**src/rtl/bpm_pkg.sv**
```systemverilog
package bpm_pkg;

   // Field widths
   localparam int FUNC_W  = 2;
   localparam int IDX_W   = 8;
   localparam int CNT_W   = 9;
   localparam int STAT_W  = 3;
   localparam int SCNT_W  = 16;
   localparam int CSR_IDX_W = 2;

   // Storage and defaults
   localparam int MAX_BUFFERS_DEFAULT = 256;
   localparam int LIST_DEPTH          = 256;

   // Configuration register indexes
   localparam logic [CSR_IDX_W-1:0] CSR_TARGET  = 2'd0;
   localparam logic [CSR_IDX_W-1:0] CSR_LIMIT   = 2'd1;
   localparam logic [CSR_IDX_W-1:0] CSR_RESERVE = 2'd2;

   // Configuration reset values
   localparam logic [CNT_W-1:0] TARGET_RESET  = 9'd1;
   localparam logic [CNT_W-1:0] LIMIT_RESET   = 9'd256;
   localparam logic [CNT_W-1:0] RESERVE_RESET = 9'd0;

   // Request functions
   localparam logic [FUNC_W-1:0] FUNC_GET     = 2'd0;
   localparam logic [FUNC_W-1:0] FUNC_GET_RES = 2'd1;
   localparam logic [FUNC_W-1:0] FUNC_PUT     = 2'd2;
   localparam logic [FUNC_W-1:0] FUNC_INIT    = 2'd3;

   // Response status codes
   localparam logic [STAT_W-1:0] STAT_OK      = 3'd0;
   localparam logic [STAT_W-1:0] STAT_REFUSED = 3'd1;
   localparam logic [STAT_W-1:0] STAT_WAIT    = 3'd2;
   localparam logic [STAT_W-1:0] STAT_NOINIT  = 3'd3;
   localparam logic [STAT_W-1:0] STAT_MISUSE  = 3'd4;

   // Source of a granted index
   localparam logic [1:0] SRC_NONE  = 2'd0;
   localparam logic [1:0] SRC_FIFO  = 2'd1;
   localparam logic [1:0] SRC_STACK = 2'd2;
   localparam logic [1:0] SRC_FRESH = 2'd3;

   typedef struct packed {
      logic [FUNC_W-1:0] func;
      logic              no_wait;
      logic [IDX_W-1:0]  buffer_in;
   } req_type;

   typedef struct packed {
      logic [STAT_W-1:0] status;
      logic [IDX_W-1:0]  buffer_out;
      logic [CNT_W-1:0]  owned_now;
      logic [CNT_W-1:0]  issued_now;
      logic [CNT_W-1:0]  cached_free;
      logic [SCNT_W-1:0] fresh_allocs;
      logic [SCNT_W-1:0] releases;
   } rsp_type;

   // Controller to datapath
   typedef struct packed {
      logic accept;
      logic fill_en;
      logic load_rsp;
   } cmd_type;

   // Datapath to controller
   typedef struct packed {
      logic init_go;
      logic fill_last;
   } stat_type;

endpackage

```
**src/rtl/bpm_ram.sv**
```systemverilog
module bpm_ram #(
   parameter int WIDTH = 8,
   parameter int DEPTH = 256
) (
   input  logic                     clock,
   input  logic                     wr_en,
   input  logic [$clog2(DEPTH)-1:0] wr_addr,
   input  logic [WIDTH-1:0]         wr_data,
   input  logic [$clog2(DEPTH)-1:0] rd_addr,
   output logic [WIDTH-1:0]         rd_data
);

   logic [WIDTH-1:0] mem_ff [DEPTH];
   logic [WIDTH-1:0] rd_data_ff;

   // Write one entry, register the read
   always_ff @(posedge clock) begin
      if (wr_en) begin
         mem_ff[wr_addr] <= wr_data;
      end
      rd_data_ff <= mem_ff[rd_addr];
   end

   assign rd_data = rd_data_ff;

endmodule

```
**src/rtl/bpm_ctrl.sv**
```systemverilog
module bpm_ctrl import bpm_pkg::*; (
   input  logic     clock,
   input  logic     reset,
   input  logic     req_valid,
   output logic     req_stall,
   output logic     rsp_valid,
   input  logic     rsp_stall,
   input  stat_type dp_stat,
   output cmd_type  dp_cmd
);

   localparam logic [1:0] ST_IDLE = 2'd0;
   localparam logic [1:0] ST_FILL = 2'd1;
   localparam logic [1:0] ST_RESP = 2'd2;

   logic [1:0] state_ff, state_in;
   logic       rsp_valid_ff, rsp_valid_in;
   logic       accept;

   // Take a beat only when idle and the response slot is free or emptying
   assign req_stall = !((state_ff == ST_IDLE) && (!rsp_valid_ff || !rsp_stall));
   assign accept    = req_valid && !req_stall;

   assign dp_cmd.accept   = accept;
   assign dp_cmd.fill_en  = (state_ff == ST_FILL);
   assign dp_cmd.load_rsp = (state_ff == ST_RESP);

   // Advance the sequencer
   always_comb begin
      state_in = state_ff;
      unique case (state_ff)
         ST_IDLE: begin
            if (accept) begin
               state_in = dp_stat.init_go ? ST_FILL : ST_RESP;
            end
         end
         ST_FILL: begin
            if (dp_stat.fill_last) begin
               state_in = ST_RESP;
            end
         end
         ST_RESP: begin
            state_in = ST_IDLE;
         end
         default: begin
            state_in = ST_IDLE;
         end
      endcase
   end

   // Hold the response until it is taken
   always_comb begin
      if (dp_cmd.load_rsp) begin
         rsp_valid_in = 1'b1;
      end else if (!rsp_stall) begin
         rsp_valid_in = 1'b0;
      end else begin
         rsp_valid_in = rsp_valid_ff;
      end
   end

   always_ff @(posedge clock) begin
      if (reset) begin
         state_ff     <= ST_IDLE;
         rsp_valid_ff <= 1'b0;
      end else begin
         state_ff     <= state_in;
         rsp_valid_ff <= rsp_valid_in;
      end
   end

   assign rsp_valid = rsp_valid_ff;

endmodule

```
**src/rtl/bpm_dp.sv**
```systemverilog
module bpm_dp import bpm_pkg::*; #(
   parameter int MAX_BUFFERS = MAX_BUFFERS_DEFAULT
) (
   input  logic                 clock,
   input  logic                 reset,
   input  logic                 csr_wr_en,
   input  logic [CSR_IDX_W-1:0] csr_index,
   input  logic [CNT_W-1:0]     csr_wdata,
   input  req_type              req_data,
   output rsp_type              rsp_data,
   input  cmd_type              dp_cmd,
   output stat_type             dp_stat
);

   localparam logic [CNT_W-1:0] HEAP_SLOTS =
      CNT_W'((MAX_BUFFERS < LIST_DEPTH) ? MAX_BUFFERS : LIST_DEPTH);
   localparam int AW = $clog2(LIST_DEPTH);

   // Configuration
   logic [CNT_W-1:0] target_ff, limit_ff, reserve_ff;

   // Pool state
   logic [AW-1:0]     head_ff, head_in;
   logic [CNT_W-1:0]  fill_ff, fill_in;
   logic [CNT_W-1:0]  depth_ff, depth_in;
   logic [CNT_W-1:0]  fresh_ff, fresh_in;
   logic [CNT_W-1:0]  owned_ff, owned_in;
   logic [CNT_W-1:0]  issued_ff, issued_in;
   logic [SCNT_W-1:0] allocs_ff, allocs_in;
   logic [SCNT_W-1:0] rels_ff, rels_in;
   logic              ready_ff, ready_in;
   logic [CNT_W-1:0]  fillcnt_ff, fillcnt_in;

   // Outcome of the accepted beat
   logic [STAT_W-1:0] stat_ff, stat_in;
   logic [1:0]        src_ff, src_in;
   logic [IDX_W-1:0]  slot_ff, slot_in;
   rsp_type           rsp_ff;

   // Memory ports
   logic             fifo_we, stack_we;
   logic [AW-1:0]    fifo_waddr;
   logic [IDX_W-1:0] fifo_wdata, fifo_rdata, stack_rdata;
   logic             put_fifo, put_stack;

   logic             init_bad;
   logic             is_res;
   logic             allowed;
   logic [CNT_W:0]   owned_plus_res;

   // Write configuration registers
   always_ff @(posedge clock) begin
      if (reset) begin
         target_ff  <= TARGET_RESET;
         limit_ff   <= LIMIT_RESET;
         reserve_ff <= RESERVE_RESET;
      end else if (csr_wr_en) begin
         unique case (csr_index)
            CSR_TARGET:  target_ff  <= csr_wdata;
            CSR_LIMIT:   limit_ff   <= csr_wdata;
            CSR_RESERVE: reserve_ff <= csr_wdata;
            default: ;
         endcase
      end
   end

   assign init_bad = (target_ff == '0) || (target_ff > limit_ff) || (target_ff > HEAP_SLOTS);
   assign is_res   = (req_data.func == FUNC_GET_RES);
   assign owned_plus_res = {1'b0, owned_ff} + {1'b0, reserve_ff};
   assign allowed  = (owned_plus_res < {1'b0, limit_ff}) ||
                     (is_res && (owned_ff < limit_ff));

   assign dp_stat.init_go   = (req_data.func == FUNC_INIT) && !init_bad;
   assign dp_stat.fill_last = ((fillcnt_ff + CNT_W'(1)) == fill_ff);

   // Decide the beat and compute the next pool state
   always_comb begin
      head_in    = head_ff;
      fill_in    = fill_ff;
      depth_in   = depth_ff;
      fresh_in   = fresh_ff;
      owned_in   = owned_ff;
      issued_in  = issued_ff;
      allocs_in  = allocs_ff;
      rels_in    = rels_ff;
      ready_in   = ready_ff;
      fillcnt_in = dp_cmd.fill_en ? fillcnt_ff + CNT_W'(1) : fillcnt_ff;
      stat_in    = stat_ff;
      src_in     = src_ff;
      slot_in    = slot_ff;
      put_fifo   = 1'b0;
      put_stack  = 1'b0;
      if (dp_cmd.accept) begin
         stat_in = STAT_OK;
         src_in  = SRC_NONE;
         slot_in = '0;
         if (req_data.func == FUNC_INIT) begin
            if (init_bad) begin
               stat_in = STAT_MISUSE;
            end else begin
               head_in    = '0;
               fill_in    = target_ff;
               depth_in   = '0;
               fresh_in   = target_ff;
               owned_in   = target_ff;
               issued_in  = '0;
               allocs_in  = '0;
               rels_in    = '0;
               ready_in   = 1'b1;
               fillcnt_in = '0;
            end
         end else if (!ready_ff) begin
            stat_in = STAT_NOINIT;
         end else if (req_data.func == FUNC_PUT) begin
            if ((issued_ff == '0) || ({1'b0, req_data.buffer_in} >= HEAP_SLOTS)) begin
               stat_in = STAT_MISUSE;
            end else if ((owned_ff <= target_ff) && (fill_ff < CNT_W'(LIST_DEPTH))) begin
               put_fifo  = 1'b1;
               issued_in = issued_ff - CNT_W'(1);
               fill_in   = fill_ff + CNT_W'(1);
            end else if ((owned_ff != '0) && (depth_ff < CNT_W'(LIST_DEPTH))) begin
               put_stack = 1'b1;
               issued_in = issued_ff - CNT_W'(1);
               depth_in  = depth_ff + CNT_W'(1);
               owned_in  = owned_ff - CNT_W'(1);
               rels_in   = (rels_ff == '1) ? rels_ff : rels_ff + SCNT_W'(1);
            end else begin
               stat_in = STAT_MISUSE;
            end
         end else begin
            if (is_res && (reserve_ff == '0)) begin
               stat_in = STAT_MISUSE;
            end else if (fill_ff != '0) begin
               src_in    = SRC_FIFO;
               head_in   = head_ff + AW'(1);
               fill_in   = fill_ff - CNT_W'(1);
               issued_in = issued_ff + CNT_W'(1);
            end else if (allowed && ((depth_ff != '0) || (fresh_ff < HEAP_SLOTS))) begin
               if (depth_ff != '0) begin
                  src_in   = SRC_STACK;
                  depth_in = depth_ff - CNT_W'(1);
               end else begin
                  src_in   = SRC_FRESH;
                  slot_in  = fresh_ff[IDX_W-1:0];
                  fresh_in = fresh_ff + CNT_W'(1);
               end
               owned_in  = owned_ff + CNT_W'(1);
               issued_in = issued_ff + CNT_W'(1);
               allocs_in = (allocs_ff == '1) ? allocs_ff : allocs_ff + SCNT_W'(1);
            end else begin
               stat_in = req_data.no_wait ? STAT_REFUSED : STAT_WAIT;
            end
         end
      end
   end

   always_ff @(posedge clock) begin
      if (reset) begin
         head_ff   <= '0;
         fill_ff   <= '0;
         depth_ff  <= '0;
         fresh_ff  <= '0;
         owned_ff  <= '0;
         issued_ff <= '0;
         allocs_ff <= '0;
         rels_ff   <= '0;
         ready_ff  <= 1'b0;
      end else begin
         head_ff   <= head_in;
         fill_ff   <= fill_in;
         depth_ff  <= depth_in;
         fresh_ff  <= fresh_in;
         owned_ff  <= owned_in;
         issued_ff <= issued_in;
         allocs_ff <= allocs_in;
         rels_ff   <= rels_in;
         ready_ff  <= ready_in;
      end
   end

   always_ff @(posedge clock) begin
      fillcnt_ff <= fillcnt_in;
      stat_ff    <= stat_in;
      src_ff     <= src_in;
      slot_ff    <= slot_in;
   end

   // Sweep the init fill or append a returned index
   assign fifo_we    = dp_cmd.fill_en || put_fifo;
   assign fifo_waddr = dp_cmd.fill_en ? fillcnt_ff[AW-1:0] : AW'(head_ff + fill_ff[AW-1:0]);
   assign fifo_wdata = dp_cmd.fill_en ? fillcnt_ff[IDX_W-1:0] : req_data.buffer_in;
   assign stack_we   = put_stack;

   bpm_ram #(
      .WIDTH (IDX_W),
      .DEPTH (LIST_DEPTH)
   ) u_fifo_ram (
      .clock   (clock),
      .wr_en   (fifo_we),
      .wr_addr (fifo_waddr),
      .wr_data (fifo_wdata),
      .rd_addr (head_ff),
      .rd_data (fifo_rdata)
   );

   bpm_ram #(
      .WIDTH (IDX_W),
      .DEPTH (LIST_DEPTH)
   ) u_stack_ram (
      .clock   (clock),
      .wr_en   (stack_we),
      .wr_addr (depth_ff[AW-1:0]),
      .wr_data (req_data.buffer_in),
      .rd_addr (AW'(depth_ff[AW-1:0] - AW'(1))),
      .rd_data (stack_rdata)
   );

   // Load the response beat
   always_ff @(posedge clock) begin
      if (dp_cmd.load_rsp) begin
         rsp_ff.status <= stat_ff;
         unique case (src_ff)
            SRC_FIFO:  rsp_ff.buffer_out <= fifo_rdata;
            SRC_STACK: rsp_ff.buffer_out <= stack_rdata;
            SRC_FRESH: rsp_ff.buffer_out <= slot_ff;
            default:   rsp_ff.buffer_out <= '0;
         endcase
         rsp_ff.owned_now    <= owned_ff;
         rsp_ff.issued_now   <= issued_ff;
         rsp_ff.cached_free  <= fill_ff;
         rsp_ff.fresh_allocs <= allocs_ff;
         rsp_ff.releases     <= rels_ff;
      end
   end

   assign rsp_data = rsp_ff;

endmodule

```
**src/rtl/buffer_pool_manager_top.sv**
```systemverilog
// Channel  | Dir | Ports                               | Accepted when
// request  | in  | req_valid, req_stall, req_data      | req_valid && !req_stall
// response | out | rsp_valid, rsp_stall, rsp_data      | rsp_valid && !rsp_stall
// csr      | in  | csr_wr_en, csr_index, csr_wdata     | csr_wr_en
//
// Get and put accept and decide, then load the response from a registered memory read.
// Init runs a fill sweep that writes one free-list entry a cycle, then loads the response.
// One beat is in flight at a time; a new beat is taken while the previous
// response leaves. Synchronous active-high reset; free-list and stack memories
// are not cleared. rsp_stall holds the response and stalls the request side.
module buffer_pool_manager_top import bpm_pkg::*; #(
   parameter int MAX_BUFFERS = MAX_BUFFERS_DEFAULT
) (
   input  logic                 clock,
   input  logic                 reset,
   input  logic                 req_valid,
   output logic                 req_stall,
   input  req_type              req_data,
   output logic                 rsp_valid,
   input  logic                 rsp_stall,
   output rsp_type              rsp_data,
   input  logic                 csr_wr_en,
   input  logic [CSR_IDX_W-1:0] csr_index,
   input  logic [CNT_W-1:0]     csr_wdata
);

   cmd_type  dp_cmd;
   stat_type dp_stat;

   bpm_ctrl u_ctrl (
      .clock     (clock),
      .reset     (reset),
      .req_valid (req_valid),
      .req_stall (req_stall),
      .rsp_valid (rsp_valid),
      .rsp_stall (rsp_stall),
      .dp_stat   (dp_stat),
      .dp_cmd    (dp_cmd)
   );

   bpm_dp #(
      .MAX_BUFFERS (MAX_BUFFERS)
   ) u_dp (
      .clock     (clock),
      .reset     (reset),
      .csr_wr_en (csr_wr_en),
      .csr_index (csr_index),
      .csr_wdata (csr_wdata),
      .req_data  (req_data),
      .rsp_data  (rsp_data),
      .dp_cmd    (dp_cmd),
      .dp_stat   (dp_stat)
   );

endmodule

```
**config.mk**
```make
export PLATFORM = sky130hd
export DESIGN_NAME = buffer_pool_manager_top
export DESIGN_NICKNAME = d
export VERILOG_FILES = /design/src/rtl/bpm_pkg.sv /design/src/rtl/bpm_ram.sv /design/src/rtl/bpm_ctrl.sv /design/src/rtl/bpm_dp.sv /design/src/rtl/buffer_pool_manager_top.sv
export SDC_FILE = /design/constraint.sdc
export NUM_CORES = 2
export LEC_CHECK = 0
export ABC_CLOCK_PERIOD_IN_PS = 23500
export BUFFER_PORTS_ARGS = -buffer_cell sky130_fd_sc_hd__clkbuf_2
export CORE_MARGIN = 2
export CORE_UTILIZATION = 40
export CTS_CLUSTER_DIAMETER = 60
export DETAILED_ROUTE_END_ITERATION = 12
export PLACE_DENSITY = 0.54
export SLEW_MARGIN = 30
export SYNTH_ARGS = -nofsm -noshare
export SYNTH_HDL_FRONTEND = slang
export SYNTH_SLANG_ARGS = --single-unit
```
**constraint.sdc**
```tcl
create_clock -name clock -period 23.5 [get_ports clock]
set_clock_uncertainty 0.05 [all_clocks]
set_input_delay 4.7 -clock clock [delete_from_list [all_inputs] [get_ports clock]]
set_output_delay 4.7 -clock clock [all_outputs]
set_load 0.02 [all_outputs]
```
Word level (Yosys, flattened, before mapping):

Memories as Yosys holds them, arrays and structs flattened. A register that Yosys moved wholly into a read port is not among the register bits.
Cells that the tools add are included.

* $add $sub $neg: 16
* multiplexer cells: 109
* reduce and logical (&&, ||, !) cells: 51
* $lt $le $gt $ge: 8
* bitwise logic cells: 3
* equality and inequality tests: 32

Operators by type and width (number)
* two-way mux 9 bit: 48
* two-way mux 16 bit: 15
* two-way mux 8 bit: 8
* adder 9 x 1 -> 9 bit (second input constant): 6
* subtractor 9 x 1 -> 9 bit (second input constant): 4
* adder 16 x 1 -> 16 bit (second input constant): 2
* == test 16 bit (second input constant): 2
* two-way mux 3 bit: 10
* logical NOT 9 bit: 3
* less-than comparator 9 bit (second input constant): 3
* nonzero test 9 bit: 3
* case mux 8 bit (3 select lines): 1
* AND reduction 8 bit: 3
* two-way mux 1 bit: 22
* inequality test 2 x 1 -> 1 bit (second input constant): 10
* AND reduction 7 bit: 2
* == test 2 bit (second input constant): 6
* inequality test 3 x 2 -> 1 bit (second input constant): 4
* adder 9 x 9 -> 10 bit: 1
* less-than comparator 10 x 9 -> 1 bit: 1
* AND reduction 10 bit: 1
* nonzero test 2 bit: 5
* == test 9 bit: 1
* > comparator 9 bit: 1
* other kinds (26): 57

* bits in registers: 208
* memory bits (writable): 4096
* logic and storage cells: 247
* memories kept: 2
* output and inout bits: 72
* bits of input ports: 27

Memories
* u_dp.u_fifo_ram.mem_ff: depth 256, bits a word 8, read ports 1, clocked after Yosys merged registers in 1, wr ports 1, RTL line bpm_ram.sv:13 `logic [WIDTH-1:0] mem_ff [DEPTH];`
* u_dp.u_stack_ram.mem_ff: depth 256, bits a word 8, read ports 1, clocked after Yosys merged registers in 1, wr ports 1, RTL line bpm_ram.sv:13

Longest topological paths before layout:

* depth after elaboration: 11
* gate-level depth with buffers: 19
* mapped depth without buffers: 18

Hierarchy:

A second synthesis with hierarchy kept.

* cell total of the unflattened synthesis: 8692
* area, all modules: 170802.6 um^2

Modules (own cells, without submodules)
* bpm_ram: cells an instance 3733, area each 79556.3 um^2, instances 2, seq. area each 61659.1 um^2
* bpm_dp: cells an instance 1208, area each 11529.8 um^2, instances 1, seq. area each 4934.7 um^2
* bpm_ctrl: cells an instance 18, area each 160.2 um^2, instances 1, seq. area each 60.1 um^2

Worst setup path after synthesis:

OpenSTA, ideal clock, no wires.

* kind: reg2reg
* start: register u_ctrl.state_ff[1]
* end: memory u_dp.u_fifo_ram.mem_ff[0][0] (data pin)
* arrival time: 10.859 ns
* path buffers: 2
* data required time: 21.261 ns
* cell stages (with the launch flop): 5
* library setup time: 2.189 ns
* slack: 10.403 ns
* clock period less this slack: 13.097 ns
* cells stage by stage: dfxtp_1 nand2b_1 clkbuf_1 buf_1 o21ai_0

* word-level cells in the longest chain between the ends: 2

Ends and longest elaborated chain
* start: declaration: RTL line bpm_ctrl.sv:16 `logic [1:0] state_ff, state_in;`
* start signal: assignment: RTL line bpm_ctrl.sv:67 `state_ff <= state_in;`
* == test 2 x 1 -> 1 bit: RTL line bpm_ctrl.sv:25 `assign dp_cmd.fill_en = (state_ff == ST_FILL);`
* two-way mux 8 bit: RTL line bpm_dp.sv:191 `assign fifo_wdata = dp_cmd.fill_en ? fillcnt_ff[IDX_W-1:0] : req_data.buffer_in;`
* named net u_dp.fifo_wdata[0]: RTL line bpm_dp.sv:43 `logic [IDX_W-1:0] fifo_wdata, fifo_rdata, stack_rdata;`
* end: declaration: RTL line bpm_ram.sv:13

The timed path passes the listed nets, and every way through them passes these cells.

Worst setup path in the final report:

* start: input rsp_stall
* end: output req_stall

* word-level cells in the longest chain between the ends: 4

Ends and longest elaborated chain
* start: declaration: RTL line buffer_pool_manager_top.sv:20 `input logic rsp_stall,`
* logical NOT 1 bit: RTL line bpm_ctrl.sv:21 `assign req_stall = !((state_ff == ST_IDLE) && (!rsp_valid_ff || !rsp_stall));`
* logical OR 1 bit: RTL line bpm_ctrl.sv:21
* logical AND 1 bit: RTL line bpm_ctrl.sv:21
* logical NOT 1 bit: RTL line bpm_ctrl.sv:21
* end: declaration: RTL line buffer_pool_manager_top.sv:17 `output logic req_stall,`

Every way passes these cells.

==> metrics <==
placed cell area ~180,000 um^2; register area between 100,000 and 150,000 um^2; initial antenna violation count 19; drt drc 0; final net count 8,314; area share of the largest cell type after synthesis 0.739; Fmax achieved approximately 0.099 GHz; average wire per standard cell just over 30 um; synthesized area per cell ~22 um^2; non-filler cells, final around 14k; post-CTS setup buffer count 0; Max-Cap Viols 0; Worst Setup SP rsp_stall; clock-pin slew on the worst setup and hold paths 60 ps; syn_nets 8,004; CTS buffer count about 450; P per Cell Area between 80 and 90 nW/um^2; crit-path max FO 2; GRT Residual Overflow 0; Total GRT Usage 0.203; router iterations before antenna repair 6; Final min period 10,100 ps; setup TNS 0 ps; crit path capture type output port; Initial Util 0.401; Clock Latency Late Sink around 1000 ps; WS Path Type input pin to output port; RSZ-0062 raised after global routing no; core area roughly 420,000 um^2; most frequent cells in the layout edfxtp_1 (4,179), mux4_2 (1,280), nor2_1 (667), clkbuf_16 (454), nand2_1 (207); Slew HR 0.297; Max rail drop VDD 0.0794 mV; placed insts 13.4k; DR vias between 80k and 90k; Area Growth Syn to Fin 13.4%; CP arrival between 5000 and 6000 ps; final hold viol count 0; Via density around 5.7; post-synthesis sequential area ratio 0.756; Yosys reg bits 4,320; global-route wire length before repair ~630,000 um; actual slew at the worst max-slew pin approximately 1100 ps; PostCTS Resize Cnt 0; P_leak around 58 nW; multi-input logic area between 30,000 and 40,000 um^2; DRT iter0 DRCs between 9k and 10k; Die W ~660 um; vias in the first global route 82.0k; Yosys Warn Count 0; Final HPWL DP between 200,000 and 300,000 um; CTS Root Cell clkbuf_16; CTS sink cnt 4,320; largest net degree at the start of global routing 170; post-synthesis cell area 170,000 um^2; origin of the critical flop-to-flop path u_dp.depth_ff[0]; asr flop ratio synth 0; leading cell type in the layout, fill and taps excluded edfxtp_1; layout cell share with drive strength beyond 1 0.273; final core utilization 0.455; Die Area 430,000 um^2; die height between 600 and 700 um; crit start category input pin; outcome finished clean; WP data required between 15,000 and 20,000 ps; min-delay src u_dp.stat_ff[2]; Syn Inst Count 7,884; Area contributors post-synth edfxtp_1 (74%), mux4_2 (17%), dfxtp_1 (1.7%); fin crit share 0.430; Setup Viol. Count Final 0; cts hold-fix bufs 0; Tightest Hold Check Type flip-flop to flip-flop; antenna-violating nets left 0; TritonCTS clock tree done; Max H-tree Level 5; I/O Pins 99; pins over their slew limit 0; Routability Congestion between 0.8 and 0.9; Rows 239; Yosys top cell by area edfxtp_1; Fillers approximately 35k; CTS Buffer Depth 4; design area 192,000 um^2; Post-synth EDFFs about 4.2k; IO Port Bufs between 90 and 100; final WL about 440,000 um; ys flop type edfxtp_1; synth unique cells ~80
## worst paths after layout
| kind | to | slack (ps) | cells after the start |
|---|---|---|---|
| worst min-delay path | u_dp.rsp_data[69] | 370 | 0 |
| worst max-delay path | req_stall | 13400 | 4 |
| worst min register to register | u_dp.rsp_data[69] | 370 | 0 |
| worst max register to register | u_dp.u_stack_ram.rd_data[0] | 15970 | 11 |
## cells by family (layout without fill, tap and decap cells)
group | after synthesis | in the layout | share of synthesized area
buffers and inverters | 490 | 1185 | 0.0127
AOI/OAI and AO/OA | 404 | 404 | 0.0173
xor gates and xnor gates | 93 | 93 | 0.00480
DFF | 4320 | 4320 | 0.756
adders and majority gates | 93 | 93 | 0.00712
and+or+nand+nor | 1164 | 1164 | 0.0298
other | 0 | 8 | 0
muxes | 1320 | 1320 | 0.172
## Yosys cell counts (32+ instances only)
cell type,instances
a22oi_1,79
a21oi_1,89
nand3_1,46
clkbuf_1,250
o21ai_0,41
inv_1,54
a22o_1,38
nand2_1,226
xnor2_1,61
buf_1,45
dfxtp_1,141
buf_2,109
mux4_2,1280
xor2_1,32
edfxtp_1,4179
ha_1,87
nor2_1,675
nor3_1,36
## cell type report
type                       instances  area share
clock inverter                   307      0.0166
sequential                      4320       0.667
timing repair buffer             296      0.0126
tap                             5663      0.0368
clock buffer                     528      0.0606
inverter                          54     0.00105
multi-input combinational       3074       0.205
antenna                            8    0.000104
## per-stage QoR
| stage | setup WS (ps) | hold slack (ps) | total power, mW |
|---|---|---|---|
| detailed placement | 13370 | 362 | 9.67 |
| global route | 13340 | 385 | 17.1 |
| global placement | 13290 | 365 | 9.65 |
| CTS | 13370 | 375 | 16.8 |
| finish | 13400 | 375 | 16.7 |
| floorplan | 10400 | 350 | 9.28 |
## sequential cells by signal (all words and copies together) (netlist names), 16 cells and up
signal / flops
u_dp.allocs_ff: 16
u_dp.rels_ff: 16
u_dp.u_fifo_ram.mem_ff: 2048
u_dp.u_stack_ram.mem_ff: 2048
u_dp.rsp_data: 70
## power by group
part           leakage, nW  switching (mW)  internal [mW]
Sequential            38.8          0.0254           8.52
Combinational         11.8           0.636          0.326
Clock                 7.23            3.01           4.14
Total                 57.9            3.67           13.0
## worst max-delay path, stage by stage
cell	delay (ps)
clkbuf_2	100
a211oi_2	280
inv_1	90
clkbuf_2	170
## routing by layer
layer / GRT usage / share of wire
met2: 0.318 / 0.47
met4: 0.0450 / 0.022
met1: 0.300 / 0.44
met5: 0 / 0.000061
met3: 0.0361 / 0.071
Power figures use the tool's default switching activity.
